[src/rtl/core/stc_pkg.sv]
package stc_pkg;

  localparam int CW   = 24;           // coordinate width
  localparam int FB   = 16;           // fraction bits of hit_fraction
  localparam int QW   = FB + 1;       // hit_fraction width
  localparam int DW   = CW + 1;       // coordinate difference width
  localparam int PW   = 2 * DW + 1;   // cross product component width
  localparam int LOW  = PW / 2;       // low slice of a cross component
  localparam int HIW  = PW - LOW;     // high slice of a cross component
  localparam int DOTW = DW + PW + 2;  // dot product width
  localparam int LAT  = 5 + QW;       // pipeline stages from start to done

  typedef enum logic [2:0] {
    REG_START_X = 3'd0,
    REG_START_Y = 3'd1,
    REG_START_Z = 3'd2,
    REG_END_X   = 3'd3,
    REG_END_Y   = 3'd4,
    REG_END_Z   = 3'd5
  } cfg_idx_t;

  typedef struct packed {
    logic signed [CW-1:0] v0_x;
    logic signed [CW-1:0] v0_y;
    logic signed [CW-1:0] v0_z;
    logic signed [CW-1:0] v1_x;
    logic signed [CW-1:0] v1_y;
    logic signed [CW-1:0] v1_z;
    logic signed [CW-1:0] v2_x;
    logic signed [CW-1:0] v2_y;
    logic signed [CW-1:0] v2_z;
  } tri_in_t;

  typedef struct packed {
    logic          hit;
    logic [QW-1:0] hit_fraction;
  } result_t;

  typedef struct packed {
    logic signed [CW-1:0] sx;
    logic signed [CW-1:0] sy;
    logic signed [CW-1:0] sz;
    logic signed [CW-1:0] ex;
    logic signed [CW-1:0] ey;
    logic signed [CW-1:0] ez;
  } seg_t;

  typedef logic [DW+LOW:0]   plo_t;
  typedef logic [DW+HIW-1:0] phi_t;

  // partial products of the four dot products: qp.n, ap.n, ac.e, ab.e
  typedef struct packed {
    logic            vld;
    plo_t [3:0][2:0] lo;
    phi_t [3:0][2:0] hi;
  } geo_t;

  typedef struct packed {
    logic            vld;
    logic            hit;
    logic [DOTW-1:0] r;
    logic [DOTW-1:0] d;
    logic [QW-1:0]   q;
  } divs_t;

endpackage

[src/rtl/core/stc_div_stage.sv]
module stc_div_stage
  import stc_pkg::*;
#(
  parameter bit FIRST = 1'b0
) (
  input  logic  clk,
  input  logic  rst,
  input  divs_t din,
  output divs_t dout
);

  logic [DOTW-1:0] rs;
  logic            ge;

  always_comb begin
    rs = FIRST ? din.r : (din.r << 1);
    ge = (rs >= din.d);
  end

  always_ff @(posedge clk) begin
    dout.hit <= din.hit;
    dout.d   <= din.d;
    dout.r   <= ge ? (rs - din.d) : rs;
    dout.q   <= {din.q[QW-2:0], ge};
    if (rst) begin
      dout.vld <= 1'b0;
    end else begin
      dout.vld <= din.vld;
    end
  end

endmodule
[config.mk]
export PLATFORM = sky130hd
export DESIGN_NAME = stc_div_stage
export DESIGN_NICKNAME = d
export VERILOG_FILES = /design/src/rtl/core/stc_pkg.sv /design/src/rtl/core/stc_div_stage.sv
export SDC_FILE = /design/constraint.sdc
export NUM_CORES = 1
export LEC_CHECK = 0
export BUFFER_PORTS_ARGS = -buffer_cell sky130_fd_sc_hd__buf_2
export CORE_ASPECT_RATIO = 0.6
export CORE_MARGIN = 1.5
export CORE_UTILIZATION = 35
export CTS_BUF_LIST = sky130_fd_sc_hd__clkbuf_4
export CTS_CLUSTER_SIZE = 24
export DETAILED_ROUTE_END_ITERATION = 8
export PLACE_DENSITY = 0.67
export RECOVER_POWER = 50
export SLEW_MARGIN = 10
export SYNTH_ARGS = -nofsm -noshare
export SYNTH_HDL_FRONTEND = slang
export SYNTH_SLANG_ARGS = --single-unit
export TNS_END_PERCENT = 100
[constraint.sdc]
create_clock -name clk -period 4.5 [get_ports clk]
set_clock_uncertainty 0.05 [all_clocks]
set_input_delay 1.35 -clock clk [delete_from_list [all_inputs] [get_ports clk]]
set_output_delay 1.35 -clock clk [all_outputs]
set_load 0.02 [all_outputs]
==> flow_summary.json <==
{
  "grt_use_met3_pct": 5.25,
  "grt_pass1_wl_um": 50500,
  "grt_pass1_vias": 9379,
  "yosysWarnings": 0,
  "portBuffers": 349,
  "worst_slew_pin_slew_ns": 0.595,
  "start_util_pct": 35.9,
  "place.gp.congestion": 0.904,
  "h-tree-depth": 4,
  "holdPathStages": 1,
  "power_leakage_nw": 6.79,
  "drtIter0Drc": 738,
  "min_path_type": "in -> reg",
  "top_register": "dout",
  "vias": 9949,
  "netlist_area_um2": 9560,
  "whs_ns": 0.724,
  "crit_fanout": 22,
  "met2_usage_pct": 34.2,
  "cts_made_buffers": 17,
  "grt_antenna_before_repair": 5,
  "wl_um": 34200,
  "met1_usage_pct": 33.4,
  "finalSetupViolCount": 0,
  "final_util_pct": 51.8,
  "syn-num-nets": 1344,
  "io_pins": 352,
  "worst_setup_path_end_kind": "register",
  "rsz0062_at_grt": "no",
  "drive_above_1_share_pct": 36.7,
  "cts_tree": "built",
  "die_area_um2": 28400,
  "die_h_um": 131,
  "post-route-period-util_pct": 96.4,
  "fmax_mhz": 231,
  "grtUsageTotal_pct": 23.3,
  "nets": 1937,
  "clock_path_buffers": 2,
  "worstSetupStartpointType": "input port",
  "status": "finished, violations left",
  "largest_reg_flops": 175,
  "arrival_ns": 4.83,
  "busiest_layer": "met2",
  "cts-root-buf": "clkbuf_4",
  "post_synth_num_cell_types": 61,
  "drv_cap": 0,
  "postRouteAntennaNets": 0,
  "synth_cells": 1088,
  "finalCriticalPeriod_ns": 4.34,
  "setup_tns_ns": 0,
  "critPathKind": "in -> reg",
  "max_slew_margin_pct": 60.0,
  "clkTransAtPathRegs_ns": 0.17,
  "dp_cells": 2018,
  "drcViolationCount": 2,
  "synthArstFlopShare_pct": 0,
  "avgSynthCellArea_um2": 8.79,
  "yosys_most_used_dff": "dfxtp_1",
  "fin_cells": 2058,
  "coreArea_um2": 26600,
  "violations": "design-rule violations",
  "syn_to_final_growth_pct": 44.4,
  "placementRows": 46,
  "yosysSeqAreaShare_pct": 36.6,
  "hold_buffers": 0,
  "cts_sinks": 175,
  "dp_hpwl_um": 28400,
  "reg_top3": "dout (175)",
  "overflow": 0,
  "first_pass_iters": 8,
  "ir_worst_vdd_v": 0.000168,
  "post_drt_wl_per_cell_um": 16.6,
  "fillers": 2630,
  "yosys_register_bits": 175,
  "drv_slew": 0,
  "hold_viol": 0,
  "crit_required_ns": 4.99,
  "detail_route.vias_per_cell": 4.83,
  "die_width_um": 216,
  "synth-edff-count": 0,
  "power.density_nw_per_um2": 325,
  "grt_max_degree": 45
}
[critical path, stage by stage]
cell      delay [ns]
buf_2           0.12
inv_2           0.06
ha_4            0.20
nor2b_1         0.14
o211ai_1        0.26
nand3b_1        0.24
a211oi_2        0.30
nor3_2          0.10
o21ai_1         0.14
o211ai_1        0.19
a21o_1          0.25
or4b_4          0.55
a31oi_4         0.19
buf_4           0.14
buf_6           0.22
mux2_2          0.37
[synthesized netlist by cell type (3+ instances only)]
cell type,n,area [um2]
nand2_1,71,267
mux2_2,65,732
o21ai_1,4,20.0
mux2_1,10,113
buf_4,6,45.0
o21bai_1,23,173
ha_1,78,976
nor4_1,5,31.3
clkbuf_1,44,165
nor3_1,15,75.1
a21boi_0,4,30.0
o21a_1,9,67.6
o211ai_1,7,52.6
nand4_1,35,219
o21ai_0,51,255
xnor2_1,48,420
a31oi_1,7,43.8
nor2_1,70,263
o31ai_1,4,30.0
nand3b_1,3,22.5
nand3_1,14,70.1
or3_1,5,31.3
and4_1,3,26.3
and3_1,3,18.8
nor3b_1,3,22.5
nor2b_1,7,43.8
inv_1,104,390
nand2b_1,11,68.8
dfxtp_1,175,3500
xor2_1,26,228
a21oi_1,112,561
a21o_1,27,203
[layer usage]
layer | part of all wire (%) | up-vias
met5 | 0.038 | -
met4 | 1.7 | 2
met3 | 7.6 | 31
met2 | 42 | 393
met1 | 48 | 4541
li1 | - | 4982
[worst paths after layout]
kind	start	end	slack, ns
worst min-delay path	din[1]	dout[2]$_DFF_P_	0.72
worst max-delay path	din[19]	dout[119]$_DFF_P_	0.16
[report_power, final]
part / total [W] / leakage [nW] / internal, W / switching [W]
combinational: 0.00177 / 5.17 / 0.000797 / 0.000976
sequential: 0.00177 / 1.48 / 0.00172 / 0.0000451
clock: 0.000953 / 0.146 / 0.000336 / 0.000617
[cell families after synthesis]
| group | Yosys count | share of synthesized area [%] |
|---|---|---|
| AND/OR/NAND/NOR | 250 | 12.6 |
| flip-flops | 175 | 36.6 |
| AO/OA/AOI/OAI | 276 | 18.0 |
| multiplexers | 77 | 9.04 |
| XOR/XNOR | 74 | 6.78 |
| adder cells (fa/ha/maj) | 79 | 10.4 |
| buffers and inverters | 157 | 6.57 |
[through the flow]
stage               setup WS (ns)  area, um2  power (W)
finish                      0.163      13800    0.00449
global placement           -0.565      13600    0.00353
CTS                         0.111      13900    0.00454
global route              0.00426      13800    0.00474
detailed placement         -0.612      13600    0.00356
floorplan                 0.00287       9580    0.00278
[area by class of cell]
cell class | count | area, um2 | area share (%)
Multi-Input combinational cell | 756 | 5460 | 39.6
Timing Repair Buffer | 627 | 3720 | 26.9
Sequential cell | 175 | 3500 | 25.4
Tap cell | 360 | 450 | 3.26
Inverter | 104 | 390 | 2.83
Clock inverter | 14 | 140 | 1.01
Clock buffer | 18 | 135 | 0.979
Antenna cell | 4 | 10.0 | 0.0725
[cell usage in the layout (no fill, tap or decap), types with 4 or more instances in the layout]
cell and instances:
nor2_1 70, clkbuf_4 18, a21boi_0 4, diode_2 4, nor4_1 5, mux2_2 65
nand3_1 14, nor3_1 14, nand4_1 35, nand2b_1 11, buf_2 234, o21ai_1 4
a21oi_1 112, a31oi_1 5, dfxtp_1 175, buf_4 273, xnor2_1 48, inv_1 103
o31ai_1 4, o211ai_1 7, nor2b_1 7, o21ai_0 51, a21o_1 27, xor2_1 26
or3_1 5, clkbuf_1 117, inv_6 4, o21a_1 9, ha_1 77, o21bai_1 23
mux2_1 10, nand2_1 71
[timing repair]
item,in CTS,in global routing
resized for setup,0,3
setup endpoints to repair,0,66
setup buffers,0,3
Power figures use the tool's default switching activity.
